### config.mk
export PLATFORM = sky130hd
export DESIGN_NAME = rc_frame_decoder_top
export DESIGN_NICKNAME = d
export VERILOG_FILES = /design/src/rtl/core/rcfd_pkg.sv /design/src/rtl/core/rcfd_capture.sv /design/src/rtl/core/rcfd_decode.sv /design/src/rtl/core/rc_frame_decoder_top.sv
export SDC_FILE = /design/constraint.sdc
export NUM_CORES = 1
export LEC_CHECK = 0
export ABC_AREA = 0
export BUFFER_PORTS_ARGS = -buffer_cell sky130_fd_sc_hd__buf_4
export CORE_MARGIN = 2
export CORE_UTILIZATION = 56
export CTS_CLUSTER_SIZE = 20
export DETAILED_ROUTE_END_ITERATION = 6
export PLACE_DENSITY = 0.79
export SETUP_SLACK_MARGIN = 0.15
export SYNTH_ARGS = -nofsm -noshare
export SYNTH_HDL_FRONTEND = slang
export SYNTH_SLANG_ARGS = --single-unit
export TNS_END_PERCENT = 50
### constraint.sdc
create_clock -name clk -period 4.2 [get_ports clk]
set_input_delay 0.42 -clock clk [delete_from_list [all_inputs] [get_ports clk]]
set_output_delay 0.42 -clock clk [all_outputs]
set_load 0.02 [all_outputs]
### src/rtl/core/rcfd_pkg.sv
// Types and constants shared by the remote-control frame decoder.
// Used by rcfd_capture, rcfd_decode and rc_frame_decoder_top; no dependencies.
package rcfd_pkg;

    localparam int FRAME_BYTES = 18;
    localparam int STORE_BYTES = FRAME_BYTES - 1;
    localparam logic [4:0] LAST_INDEX = 5'(FRAME_BYTES - 1);

    // Configuration register indexes.
    localparam logic [1:0] CFG_HOLD_THRESHOLD = 2'd0;
    localparam logic [1:0] CFG_COMBO_FIRST    = 2'd1;
    localparam logic [1:0] CFG_COMBO_SECOND   = 2'd2;

    localparam logic [7:0]  HOLD_THRESHOLD_RST = 8'd215;
    localparam logic [15:0] COMBO_FIRST_RST    = 16'h0020;
    localparam logic [15:0] COMBO_SECOND_RST   = 16'h0400;
    localparam logic [7:0]  HOLD_MAX           = 8'd255;

    // Input modes.
    localparam logic [1:0] MODE_STOP     = 2'd0;
    localparam logic [1:0] MODE_REMOTE   = 2'd1;
    localparam logic [1:0] MODE_MOUSEKEY = 2'd2;

    // Second switch codes.
    localparam logic [1:0] SW_KEEP     = 2'd0;
    localparam logic [1:0] SW_MOUSEKEY = 2'd1;
    localparam logic [1:0] SW_STOP     = 2'd2;
    localparam logic [1:0] SW_REMOTE   = 2'd3;

    // Key bit positions of the toggled keys.
    localparam int KEY_Z = 11;
    localparam int KEY_X = 12;
    localparam int KEY_F = 9;
    localparam int KEY_R = 8;
    localparam int KEY_C = 13;

    typedef logic [FRAME_BYTES-1:0][7:0] frame_t;

    typedef struct packed {
        logic [7:0]  hold_threshold;
        logic [15:0] combo_first_mask;
        logic [15:0] combo_second_mask;
    } cfg_t;

    typedef struct packed {
        logic last;
    } capture_ctrl_t;

    typedef struct packed {
        logic [43:0]        stick_channels;
        logic [10:0]        wheel_channel;
        logic [3:0]         switches;
        logic signed [15:0] mouse_x;
        logic signed [15:0] mouse_y;
        logic signed [15:0] mouse_z;
        logic [15:0]        mouse_buttons;
        logic [15:0]        key_bits;
        logic [1:0]         input_mode;
        logic [4:0]         toggle_flags;
        logic [1:0]         fire_mode;
        logic               reset_request;
    } result_t;

endpackage

### src/rtl/core/rcfd_capture.sv
// Input register and byte store of the frame decoder.
// Depends on rcfd_pkg for the frame type and the control struct.
module rcfd_capture
(
    input  logic                   clk,
    input  logic                   rst_n,
    input  logic                   in_valid,
    output logic                   in_ready,
    input  logic [7:0]             byte_value,
    input  logic [4:0]             byte_index,
    input  logic                   advance,
    output rcfd_pkg::capture_ctrl_t ctrl,
    output rcfd_pkg::frame_t       frame
);

    logic       s1_valid_reg;
    logic       s1_valid_next;
    logic [7:0] s1_byte_reg;
    logic [4:0] s1_index_reg;
    logic [rcfd_pkg::STORE_BYTES-1:0][7:0] store_reg;
    logic       accept;

    assign in_ready      = !s1_valid_reg || advance;
    assign accept        = in_valid && in_ready;
    assign s1_valid_next = accept ? 1'b1 : (advance ? 1'b0 : s1_valid_reg);

    always_ff @(posedge clk or negedge rst_n)
    begin
        if (!rst_n)
        begin
            s1_valid_reg <= 1'b0;
        end
        else
        begin
            s1_valid_reg <= s1_valid_next;
        end
    end

    always_ff @(posedge clk)
    begin
        if (accept)
        begin
            s1_byte_reg  <= byte_value;
            s1_index_reg <= byte_index;
        end
    end

    // Bytes before the last one are kept; the last byte is used straight
    // from the input register while the frame is decoded.
    always_ff @(posedge clk)
    begin
        if (s1_valid_reg && advance && (s1_index_reg < rcfd_pkg::LAST_INDEX))
        begin
            store_reg[s1_index_reg] <= s1_byte_reg;
        end
    end

    assign ctrl.last  = s1_valid_reg && (s1_index_reg == rcfd_pkg::LAST_INDEX);

    always_comb
    begin
        frame[rcfd_pkg::STORE_BYTES-1:0] = store_reg;
        frame[rcfd_pkg::FRAME_BYTES-1]   = s1_byte_reg;
    end

endmodule

### src/rtl/core/rcfd_decode.sv
// Frame unpacking and the mode, combo, toggle and shoot state of the decoder.
// Depends on rcfd_pkg for frame, configuration and result types.
module rcfd_decode
(
    input  logic              clk,
    input  logic              rst_n,
    input  logic              commit,
    input  rcfd_pkg::frame_t  frame,
    input  rcfd_pkg::cfg_t    cfg,
    output rcfd_pkg::result_t result
);

    logic [15:0] prev_keys_reg;
    logic [7:0]  prev_right_reg;
    logic [4:0]  toggle_reg;
    logic [1:0]  shoot_reg;
    logic [7:0]  hold_reg;
    logic [1:0]  mode_reg;

    logic [15:0] prev_keys_next;
    logic [7:0]  prev_right_next;
    logic [4:0]  toggle_next;
    logic [1:0]  shoot_next;
    logic [7:0]  hold_next;
    logic [1:0]  mode_next;

    logic [15:0] keys;
    logic [7:0]  right;
    logic [1:0]  sw_second;
    logic [1:0]  mode_sw;
    logic        combo_held;
    logic        reset_req;
    logic [15:0] rising;
    logic [4:0]  flip;

    assign keys      = {frame[15], frame[14]};
    assign right     = frame[13];
    assign sw_second = frame[5][5:4];

    always_comb
    begin
        case (sw_second)
            rcfd_pkg::SW_STOP:     mode_sw = rcfd_pkg::MODE_STOP;
            rcfd_pkg::SW_REMOTE:   mode_sw = rcfd_pkg::MODE_REMOTE;
            rcfd_pkg::SW_MOUSEKEY: mode_sw = rcfd_pkg::MODE_MOUSEKEY;
            default:               mode_sw = mode_reg;
        endcase
    end

    assign combo_held = (|(keys & cfg.combo_first_mask)) && (|(keys & cfg.combo_second_mask));

    always_comb
    begin
        if (!combo_held)
            hold_next = 8'd0;
        else if (hold_reg == rcfd_pkg::HOLD_MAX)
            hold_next = hold_reg;
        else
            hold_next = hold_reg + 8'd1;
    end

    assign reset_req = (hold_next >= cfg.hold_threshold);
    assign mode_next = reset_req ? rcfd_pkg::MODE_STOP : mode_sw;

    assign rising = keys & ~prev_keys_reg;
    assign flip   = {rising[rcfd_pkg::KEY_C], rising[rcfd_pkg::KEY_R], rising[rcfd_pkg::KEY_F],
                     rising[rcfd_pkg::KEY_X], rising[rcfd_pkg::KEY_Z]};

    // Toggles and shoot mode only move outside stop mode.
    always_comb
    begin
        toggle_next = toggle_reg;
        shoot_next  = shoot_reg;
        if (mode_next != rcfd_pkg::MODE_STOP)
        begin
            toggle_next = toggle_reg ^ flip;
            if ((right != 8'd0) && (prev_right_reg == 8'd0))
                shoot_next = shoot_reg + 2'd1;
        end
    end

    assign prev_keys_next  = keys;
    assign prev_right_next = right;

    always_ff @(posedge clk or negedge rst_n)
    begin
        if (!rst_n)
        begin
            prev_keys_reg  <= '0;
            prev_right_reg <= '0;
            toggle_reg     <= '0;
            shoot_reg      <= '0;
            hold_reg       <= '0;
            mode_reg       <= rcfd_pkg::MODE_STOP;
        end
        else if (commit)
        begin
            prev_keys_reg  <= prev_keys_next;
            prev_right_reg <= prev_right_next;
            toggle_reg     <= toggle_next;
            shoot_reg      <= shoot_next;
            hold_reg       <= hold_next;
            mode_reg       <= mode_next;
        end
    end

    always_comb
    begin
        result.stick_channels = {frame[5][3:0], frame[4][7:1],
                                 frame[4][0], frame[3], frame[2][7:6],
                                 frame[2][5:0], frame[1][7:3],
                                 frame[1][2:0], frame[0]};
        result.wheel_channel  = {frame[17][2:0], frame[16]};
        result.switches       = frame[5][7:4];
        result.mouse_x        = $signed({frame[7], frame[6]});
        result.mouse_y        = $signed({frame[9], frame[8]});
        result.mouse_z        = $signed({frame[11], frame[10]});
        result.mouse_buttons  = {frame[13], frame[12]};
        result.key_bits       = keys;
        result.input_mode     = mode_next;
        result.toggle_flags   = toggle_next;
        result.fire_mode      = shoot_next;
        result.reset_request  = reset_req;
    end

endmodule

### src/rtl/core/rc_frame_decoder_top.sv
// Top level of the remote-control frame decoder: configuration registers,
// flow control and the result register. Depends on rcfd_pkg, rcfd_capture, rcfd_decode.
//
// Usage: frame bytes enter on the request channel (in_valid, in_ready,
// byte_value, byte_index), one byte per request, each with its position
// 0..17 in the frame. Positions 0..16 are only stored. Position 17
// completes the frame; its request produces exactly one decoded result on
// the out_valid/out_ready channel. Indexes of 18 or more are dropped.
// Every byte must have been written once before its frame is completed.
//
// A completing byte is decoded while it sits in the input register and lands in
// the result register, which drives the outputs, once that register has room.
// Throughput: one byte per cycle while no completing byte waits on a stalled
// result, set by the combinational decode between the input register and the
// result register.
//
// Reset (rst_n low, asynchronous) empties both registers, returns the mode
// to stop, clears the combo counter, toggles, shoot mode and key history,
// and loads the default configuration. Stored frame bytes are not cleared.
//
// When the receiver stalls, the result stays in the output register. Partial
// bytes keep flowing into the store; a completing byte waits in the input
// register until the pending result is taken. The user must write configuration
// via cfg_write/cfg_index/cfg_data only while the block is idle; it is not enforced.
module rc_frame_decoder_top
(
    input  logic               clk,
    input  logic               rst_n,
    input  logic               cfg_write,
    input  logic [1:0]         cfg_index,
    input  logic [15:0]        cfg_data,
    input  logic               in_valid,
    output logic               in_ready,
    input  logic [7:0]         byte_value,
    input  logic [4:0]         byte_index,
    output logic               out_valid,
    input  logic               out_ready,
    output logic [43:0]        stick_channels,
    output logic [10:0]        wheel_channel,
    output logic [3:0]         switches,
    output logic signed [15:0] mouse_x,
    output logic signed [15:0] mouse_y,
    output logic signed [15:0] mouse_z,
    output logic [15:0]        mouse_buttons,
    output logic [15:0]        key_bits,
    output logic [1:0]         input_mode,
    output logic [4:0]         toggle_flags,
    output logic [1:0]         fire_mode,
    output logic               reset_request
);

    rcfd_pkg::cfg_t          cfg_reg;
    rcfd_pkg::capture_ctrl_t ctrl;
    rcfd_pkg::frame_t        frame;
    rcfd_pkg::result_t       decoded;
    rcfd_pkg::result_t       result_reg;
    logic                    out_valid_reg;
    logic                    out_valid_next;
    logic                    out_free;
    logic                    advance;
    logic                    commit;

    // Configuration registers; index 3 hits nothing.
    always_ff @(posedge clk or negedge rst_n)
    begin
        if (!rst_n)
        begin
            cfg_reg.hold_threshold    <= rcfd_pkg::HOLD_THRESHOLD_RST;
            cfg_reg.combo_first_mask  <= rcfd_pkg::COMBO_FIRST_RST;
            cfg_reg.combo_second_mask <= rcfd_pkg::COMBO_SECOND_RST;
        end
        else if (cfg_write)
        begin
            unique case (cfg_index)
                rcfd_pkg::CFG_HOLD_THRESHOLD: cfg_reg.hold_threshold    <= cfg_data[7:0];
                rcfd_pkg::CFG_COMBO_FIRST:    cfg_reg.combo_first_mask  <= cfg_data;
                rcfd_pkg::CFG_COMBO_SECOND:   cfg_reg.combo_second_mask <= cfg_data;
                default:                      ;
            endcase
        end
    end

    // The output register can take a new result when it is empty or being
    // drained in this cycle. Only a completing byte needs that room.
    assign out_free = !out_valid_reg || out_ready;
    assign advance  = !ctrl.last || out_free;
    assign commit   = ctrl.last && out_free;

    rcfd_capture u_capture
    (
        .clk        (clk),
        .rst_n      (rst_n),
        .in_valid   (in_valid),
        .in_ready   (in_ready),
        .byte_value (byte_value),
        .byte_index (byte_index),
        .advance    (advance),
        .ctrl       (ctrl),
        .frame      (frame)
    );

    rcfd_decode u_decode
    (
        .clk    (clk),
        .rst_n  (rst_n),
        .commit (commit),
        .frame  (frame),
        .cfg    (cfg_reg),
        .result (decoded)
    );

    assign out_valid_next = commit ? 1'b1 : (out_ready ? 1'b0 : out_valid_reg);

    always_ff @(posedge clk or negedge rst_n)
    begin
        if (!rst_n)
        begin
            out_valid_reg <= 1'b0;
        end
        else
        begin
            out_valid_reg <= out_valid_next;
        end
    end

    always_ff @(posedge clk)
    begin
        if (commit)
        begin
            result_reg <= decoded;
        end
    end

    assign out_valid      = out_valid_reg;
    assign stick_channels = result_reg.stick_channels;
    assign wheel_channel  = result_reg.wheel_channel;
    assign switches       = result_reg.switches;
    assign mouse_x        = result_reg.mouse_x;
    assign mouse_y        = result_reg.mouse_y;
    assign mouse_z        = result_reg.mouse_z;
    assign mouse_buttons  = result_reg.mouse_buttons;
    assign key_bits       = result_reg.key_bits;
    assign input_mode     = result_reg.input_mode;
    assign toggle_flags   = result_reg.toggle_flags;
    assign fire_mode      = result_reg.fire_mode;
    assign reset_request  = result_reg.reset_request;

endmodule

==> metrics list, run 1 <==
* Tmin final: 3.31 ns
- For this configuration, the core starts out at a cell density of 0.574.
- Number of routed nets with antenna violations: 0
- Before antenna repair, the detailed router went through 7 iterations.
* Ratio of routed vias to standard cells: 5.50
* Placed Area: 0.0144 mm2
- Total congestion overflow: 0
* Worst hold slack: 0.0502 ns
- The total area inside the core boundary comes to 0.0220 mm2.
* Transition time of the tightest slew-check pin: 1.11 ns
* Cell with the biggest individual delay on the critical path: sky130_fd_sc_hd__edfxtp_1
- Hold WC Path Type: input pin to asynchronous set/reset pin
- Data arrives at the worst endpoint at 3.57 ns.
* Total wire length: 26000 um
- Share of cells above drive strength 1: 0.327
* Number of buffers inserted during clock tree synthesis: 37
* Maximum number of pins on one net before global-route repair: 73
- At the later pin of the worst-skew pair, clock insertion delay measures 0.52 ns.
- Counting every net in the synthesized netlist gives 705.
- Filler cell count in the final layout: 1323
- At the end of routability-driven placement, the weighted congestion stood at 0.858.
- After detailed routing, the number of remaining DRC violations is 0.
- TritonCTS built the clock tree.
* Cell Pwr Density: 507 mW/mm2
* Unrepaired setup endpoints after global routing: false
- Measured against its own limit, the worst slew margin works out to 0.251.
- The critical path starts at u_capture.frame[122]$_DFFE_PP_.
* Number of distinct library cell variants in the gate-level netlist after synthesis: 43
- Number of flip-flops and latches in the synthesized netlist: 370
- The number of hold buffers added after CTS was 0.
- Data required time of the critical path: 4.46 ns
* Placed insts: 1119
* Clock-pin slew of the registers on the worst-case setup and hold paths: 0.06 ns
- Initial antenna violation count: 0
- First-pass GRT wire length: 38800 um
- Once detailed placement completed, the half-perimeter wirelength came to 16400 um.
- Synthesis-to-layout area growth: 23.2%
- The signal on the critical path passes through a22o_1 > a221oi_1 > nand4_1 > nand2_1 > a31oi_1 > o21a_1 > ha_1 > and3_1 > o21ai_0 > a31oi_1 > nor3_2 > buf_4 > nand3_1 > xnor2_1.
- Post-CTS timing repair inserted 0 buffers for setup.
* Worst vdd ir: 0.418 mV
- Once layout is done, the placed cells without fillers occupy 0.0155 mm2.
- Nature of the critical path startpoint: flip-flop
- The final max-slew violation count was 0.
- Bufs on Longest Clock Path: 3
- The tree is rooted in a sky130_fd_sc_hd__clkbuf_16.
* Post-synthesis instance area: 0.0126 mm2
* Outcome: complete, no violations
* Endpoint type of the worst setup path: flip-flop
- Proportion of synthesized chip area in sequential cells: 0.853
- Total I/O pin count: 187
- In this run, synthesis inferred 298 flip-flops with an integrated enable.
- Delay-heaviest family, CP: compound AO/OA/AOI/OAI gates
- The cell that appears most often on the critical path is sky130_fd_sc_hd__a31oi_1.
* Global routing usage summed across all routing layers: 0.221
- Die W: 154 um
* Count of mapped cells out of synthesis: 660
* Critical path buffer and inverter count: 1
- Along the worst path, the maximum fanout reaches 17.
- In this run the static leakage power is 5.81 nW.
- Post-cts repair resize count: 0
- Of the available clock period, the critical path in the final layout requires 0.789.
* Total die area: 0.0237 mm2
- Share of flip-flops with an asynchronous set or reset: 0.195
- By startpoint and endpoint, the worst setup path is classified as flip-flop to flip-flop.
* Count of maximum capacitance violations: 0
- Dividing the detail-routed wire length by the instance count gives 22.0 um.
* Number of nets in the layout: 923
- After floorplanning, the core was divided into 54 placement rows.
- The floorplan step set the die height to 154 um.
* Largest stage delay, worst path: 0.43 ns
- The number of hold violations in the final report was 0.
* Peak Freq: 302 MHz
- The most used flip-flop cell after synthesis is sky130_fd_sc_hd__edfxtp_1.
- In this run the number of H-tree levels came out at 2.
- Final non-filler cell total: 1186
- Total negative slack: 0 ns
* Routed vias: 6522
* Iteration-0 DRC Markers: 591
- Synthesis Warnings: 0
* R2R Path Start: u_capture.frame[122]$_DFFE_PP_
* Core utilization of the finished layout: 0.708
- 0 antenna diodes ended up in the layout.
- IO buf count: 186
- The average instance in the mapped netlist occupies 19.1 um2.
- The tree built by TritonCTS fans out to 370 sinks.
- Setup violations remaining at the end of the flow were counted as 0.
* Flip-flop count of the largest register, all copies and words added: 136
- Vias in the first global route: 6509
- On the final layout, the worst clock skew is 0.0201 ns.
Yosys cell counts, types with 9 or more instances:
| master | n | area, um2 |
|---|---|---|
| sky130_fd_sc_hd__mux2_2 | 33 | 372 |
| sky130_fd_sc_hd__a21oi_1 | 10 | 50.1 |
| sky130_fd_sc_hd__ha_1 | 9 | 113 |
| sky130_fd_sc_hd__nand3_1 | 11 | 55.1 |
| sky130_fd_sc_hd__xnor2_1 | 14 | 123 |
| sky130_fd_sc_hd__nor2_1 | 25 | 93.8 |
| sky130_fd_sc_hd__dfrtp_1 | 64 | 1600 |
| sky130_fd_sc_hd__inv_1 | 11 | 41.3 |
| sky130_fd_sc_hd__a22o_1 | 9 | 78.8 |
| sky130_fd_sc_hd__edfxtp_1 | 298 | 8950 |
| sky130_fd_sc_hd__o21ai_0 | 9 | 45.0 |
| sky130_fd_sc_hd__nand2_1 | 67 | 251 |
stage by stage:
step                power [mW]  worst slack (ns)
finish                    7.88             0.885
global placement          4.75              1.00
detailed placement        4.78             0.961
global route              8.14             0.559
CTS                       7.94             0.912
floorplan                 4.59              1.02
layout by cell type (no fill, tap or decap), types with 4 or more instances in the layout:
cell,count
sky130_fd_sc_hd__nor3b_1,6
sky130_fd_sc_hd__clkbuf_1,9
sky130_fd_sc_hd__clkinv_1,4
sky130_fd_sc_hd__clkbuf_16,38
sky130_fd_sc_hd__a21oi_1,10
sky130_fd_sc_hd__a22o_1,9
sky130_fd_sc_hd__a31oi_1,5
sky130_fd_sc_hd__and3_1,4
sky130_fd_sc_hd__o21ai_0,9
sky130_fd_sc_hd__nor4_1,4
sky130_fd_sc_hd__nor2_1,25
sky130_fd_sc_hd__nor3_1,6
sky130_fd_sc_hd__dfstp_2,8
sky130_fd_sc_hd__xnor2_1,14
sky130_fd_sc_hd__nand3_1,11
sky130_fd_sc_hd__nand2b_1,5
sky130_fd_sc_hd__mux2_2,33
sky130_fd_sc_hd__o21a_1,4
sky130_fd_sc_hd__inv_1,11
sky130_fd_sc_hd__ha_1,9
sky130_fd_sc_hd__dfrtp_1,64
sky130_fd_sc_hd__buf_4,191
sky130_fd_sc_hd__nand4_1,6
sky130_fd_sc_hd__nand2_1,67
sky130_fd_sc_hd__edfxtp_1,298
sky130_fd_sc_hd__clkinv_2,8
sky130_fd_sc_hd__a221oi_1,8
sky130_fd_sc_hd__or3_1,5
kinds of logic after synthesis:
kind of cell    Yosys count  share of synthesized area
compound gates           56                     0.0313
xor+xnor                 16                     0.0111
fa+ha+maj                 9                    0.00893
buf+inv                  25                    0.00873
flops                   370                      0.853
mux                      34                     0.0303
simple gates            150                     0.0565
cell type report:
cell class | instances | area [um2] | area share
clock buffers | 50 | 1030 | 0.0660
well taps | 280 | 350 | 0.0225
flip-flops and latches | 370 | 10800 | 0.692
clock inverters | 17 | 160 | 0.0103
repair buffers | 192 | 1450 | 0.0935
inverters | 12 | 50.0 | 0.00322
multi-input cells | 265 | 1740 | 0.112
path summary, 6_finish.rpt:
kind                       cells after the start                                    end  slack [ns]
max                                           14                 fire_mode[1]$_DFFE_PP_        0.89
min                                            1      u_decode.shoot_reg[1]$_DFFE_PN0P_        0.05
max reg2reg                                   14                 fire_mode[1]$_DFFE_PP_        0.89
min reg2reg                                    0                  mouse_y[12]$_DFFE_PP_        0.41
max in group asynchronous                      1  u_decode.prev_keys_reg[8]$_DFFE_PN0P_        3.53
min in group clk                               1    u_capture.s1_index_reg[1]$_DFFE_PP_        0.08
where the power goes:
part / total, mW / leakage [nW] / internal, mW / switching, mW
clock: 3.17 / 0.588 / 1.85 / 1.32
sequential: 4.31 / 3.57 / 4.15 / 0.157
combinational: 0.397 / 1.66 / 0.196 / 0.201
total: 7.88 / 5.81 / 6.20 / 1.68
metal layers:
metal  track usage  share of wire  routed length [um]  vias to the layer above
li1              -              -                   -                     2951
met1         0.304           0.42               10800                     3242
met2         0.363           0.49               12800                      283
met3        0.0431          0.071                1840                       46
met4        0.0681          0.023                 598                        0
met5             0              0                   0                        -
Note: power is estimated with default switching activity, not from simulation.
==> run 2, diff against run 1 <==
CORE_UTILIZATION = 51   (was 56)
PLACE_DENSITY = 0.75   (was 0.79)
clock period = 2.8 ns   (was 4.2 ns; I/O delays follow)
==> metrics list, run 2 (synthesized netlist as in run 1, its figures left out) <==
- Portion of total power attributed to combinational logic: 0.073 (was 0.050)
* Leading cell type in the layout, fill and taps excluded: sky130_fd_sc_hd__edfxtp_1 (unchanged)
* Clock-pin slew of the registers on the worst-case setup and hold paths: 0.06 ns (about the same)
- The combined global-route utilization of all metal layers came to 0.199 (was 0.221).
* Final instance area: 0.0166 mm2 (was 0.0155 mm2)
- Iteration-0 DRC Markers: 538 (was 591)
- The clock network fraction of total power is 0.389 (was 0.403).
- Average wire per cell in the routed design: 19.9 um (was 22.0 um)
* Vias in the first global route: 6697 (was 6509)
* Bufs on Longest Clock Path: 3 (unchanged)
- The total leakage power came to 6.30 nW (was 5.81 nW).
* Endpoint type of the worst setup path: flip-flop (unchanged)
- The area after detailed placement is 0.0149 mm2 (was 0.0144 mm2).
* Outcome: finished, violations left (was complete, no violations)
- The final routed DRC violation total was 0 (unchanged).
* Clk_lat worst skew: 0.52 ns (about the same)
* Number of setup violations in the final report: 19 (was 0)
* Total congestion overflow: 0 (unchanged)
- The core outline area came to 0.0243 mm2 (was 0.0220 mm2).
- The peak ir drop on the vdd network came to 0.498 mV (was 0.418 mV).
- Dpl ws: -0.258 ns (was 0.961 ns)
* Final max-slew violation count: 0 (unchanged)
- The weighted congestion at the end of routability-driven global placement came to 0.831 (was 0.858).
- Count of maximum capacitance violations: 0 (unchanged)
- The vertical extent of the die is 161 um (was 154 um).
- The number of top-level pins came to 187 (unchanged).
- The number of input and output port buffers inserted came to 186 (unchanged).
- The highest metal layer with signal wires is met4 (unchanged).
- The cell type with the highest occurrence count on the critical path is sky130_fd_sc_hd__nand2_2 (was sky130_fd_sc_hd__a31oi_1).
- Part of the power in registers: 0.538 (was 0.547)
- HPWL after detailed placement: 16300 um (was 16400 um)
- The maximum achievable frequency is 317 MHz (was 302 MHz).
- Wire length on met1: 11000 um (was 10800 um)
- Drt pass-1 iters: 5 (was 7)
* Relative slew slack: 0.289 (was 0.251)
* Final non-filler cell total: 1314 (was 1186)
- Worst hold slack: 0.0128 ns (was 0.0502 ns)
- The number of cells in the design after placement is 1212 (was 1119).
- Tmin final: 3.15 ns (was 3.31 ns)
- Post-route clock skew: 0.0112 ns (was 0.0201 ns)
- The smallest setup slack after layout came to -0.353 ns (was 0.885 ns).
* Net Sw Power: 2.58 mW (was 1.68 mW)
* Largest stage delay, worst path: 0.42 ns (was 0.43 ns)
- Leading cell types in the layout, fill and taps excluded: sky130_fd_sc_hd__edfxtp_1, sky130_fd_sc_hd__buf_4, sky130_fd_sc_hd__dfrtp_1 (was sky130_fd_sc_hd__edfxtp_1, sky130_fd_sc_hd__buf_4, sky130_fd_sc_hd__nand2_1)
- Number of nets in the layout: 1011 (was 923)
- Total wire length: 26200 um (was 26000 um)
- The met2 routed wirelength is 12900 um (was 12800 um).
- Ratio of final minimum period to clock period: 1.13 (was 0.789)
- Htree depth: 2 (unchanged)
- Type of the setup path with the least slack: flip-flop to flip-flop (unchanged)
- Diode count: 0 (unchanged)
- The CTS tree is built (unchanged).
- Die W: 161 um (was 154 um)
- Hold Path Origin: cfg_data[9]
* Maximum number of pins on one net before global-route repair: 73 (unchanged)
- Transition time of the tightest slew-check pin: 1.06 ns (was 1.11 ns)
- The flip-flop count of the largest register after layout is 136 (unchanged).
- The design internal power was 9.44 mW (was 6.20 mW).
* Switching fraction of total power: 0.214 (was 0.213)
- Cell Pwr Density: 724 mW/mm2 (was 507 mW/mm2)
* Crit path max fanout: 7 (was 17)
- The site row count is 57 (was 54).
* Total die area: 0.0260 mm2 (was 0.0237 mm2)
- The source of the worst register-to-register timing path is u_capture.frame[112]$_DFFE_PP_ (was u_capture.frame[122]$_DFFE_PP_).
- The initial standard-cell utilization of the core was 0.519 (was 0.574).
- Crit path cell chain: a22o_1 > a221oi_2 > nand4_1 > nand2_2 > buf_12 > a31oi_4 > o21a_1 > ha_4 > and3_4 > o21ai_2 > a31oi_1 > nor3_2 > buf_4 > buf_6 > nand2_2 > xnor2_1 (was a22o_1 > a221oi_1 > nand4_1 > nand2_1 > a31oi_1 > o21a_1 > ha_1 > and3_1 > o21ai_0 > a31oi_1 > nor3_2 > buf_4 > nand3_1 > xnor2_1).
- The total via count in the routed design is 6794 (was 6522).
* Number of routed nets with antenna violations: 0 (unchanged)
- The required time at the endpoint of the critical path was 3.06 ns (was 4.46 ns).
- The number of clock sinks came to 370 (unchanged).
- The critical path startpoint category is a flip-flop (unchanged).
- Initial antenna violation count: 0 (unchanged)
- The amount of wire on met3 after detailed routing was 1570 um (was 1840 um).
- Synthesis-to-layout area growth: 31.6% (was 23.2%)
- Ratio of routed vias to standard cells: 5.17 (was 5.50)
- The number of hold violations in the final report came to 0 (unchanged).
* Violated checks: setup timing
* Share of cells above drive strength 1: 0.401 (was 0.327)
* Critical path data arrival time: 3.42 ns (was 3.57 ns)
- Number of buffers inserted during clock tree synthesis: 36 (was 37)
- First-pass GRT wire length: 39000 um (was 38800 um)
- CTS root buf: sky130_fd_sc_hd__clkbuf_16 (unchanged)
- Worst setup path startpoint: u_capture.frame[112]$_DFFE_PP_ (was u_capture.frame[122]$_DFFE_PP_)
- The cell with the biggest individual delay on the critical path was sky130_fd_sc_hd__edfxtp_1 (unchanged).
- Hold WC Path Type: input pin to flip-flop (was input pin to asynchronous set/reset pin)
- Unrepaired setup endpoints after global routing: true (was false)
## run 2: changes by cell type in the layout (fill, tap and decap cells not counted), moves of 6 or more
cell / change
sky130_fd_sc_hd__a221oi_1: -7
sky130_fd_sc_hd__nand2_2: +7
sky130_fd_sc_hd__nand2_1: -8
sky130_fd_sc_hd__buf_6: +8
sky130_fd_sc_hd__dlygate4sd3_1: +21
sky130_fd_sc_hd__buf_4: +57
sky130_fd_sc_hd__nand3_1: -6
sky130_fd_sc_hd__a221oi_2: +7
## run 2: worst paths after layout
kind                            slack (ns)                                  to  cells after the start
worst max register to register       -0.35           toggle_flags[0]$_DFFE_PP_                     16
min in group asynchronous             0.45  u_decode.toggle_reg[0]$_DFFE_PN0P_                      2
worst min-delay path                  0.01              cfg_reg[9]$_DFFE_PN0P_                      2
max in group asynchronous             1.75             cfg_reg[15]$_DFFE_PN0P_                      2
worst min register to register        0.42        stick_channels[13]$_DFFE_PP_                      0
worst max-delay path                 -0.35           toggle_flags[0]$_DFFE_PP_                     16
## run 2: area by class of cell
cell class / instances / area, um2
Tap cell: 324 / 405
Inverter: 12 / 50.0
Multi-Input combinational cell: 265 / 2000
Timing Repair Buffer: 281 / 2240
Clock inverter: 10 / 136
Clock buffer: 52 / 1010
Fill cell: 1568 / 7720
Sequential cell: 370 / 10800
## run 2: power groups by stage
stage               sequential [mW]  clock, mW  combinational, mW
floorplan                      6.47          0              0.444
global placement               6.55          0              0.650
detailed placement             6.56          0              0.669
CTS                            6.46       4.74              0.737
global route                   6.50       4.96              0.962
finish                         6.47       4.67              0.875
## run 2: what timing repair did
item                                    CTS  global route
endpoints found under the setup margin   19            19
hold buffers                             21             0
pin swaps                                12            20
endpoints found under the hold margin    86             0
setup buffers                            11             7
gates resized for setup                  12            31
cloned                                    1             0
## run 2: critical path: cells and delay by family (launching register included)
family / cells / cell delay [ns]
adders and majority gates: 1 / 0.23
buffers and inverters: 3 / 0.42
DFF: 1 / 0.42
and+or+nand+nor: 5 / 0.84
AOI/OAI and AO/OA: 6 / 0.85
xor gates and xnor gates: 1 / 0.14
## run 2: layer usage
layer | up-vias | global-route usage
met2 | 260 | 0.327
met1 | 3373 | 0.273
met5 | - | 0
li1 | 3108 | -
met4 | 0 | 0.0625
met3 | 53 | 0.0403
## run 2: per-stage QoR
stage	power [mW]	setup TNS (ns)	util
after CTS	11.9	-2.07	0.673
after global routing	12.4	-8.54	0.683
after detailed placement	7.23	-3.47	0.611
after global placement	7.20	-2.47	0.611
final	12.0	-5.24	0.683
after floorplan	6.91	-1.56	-
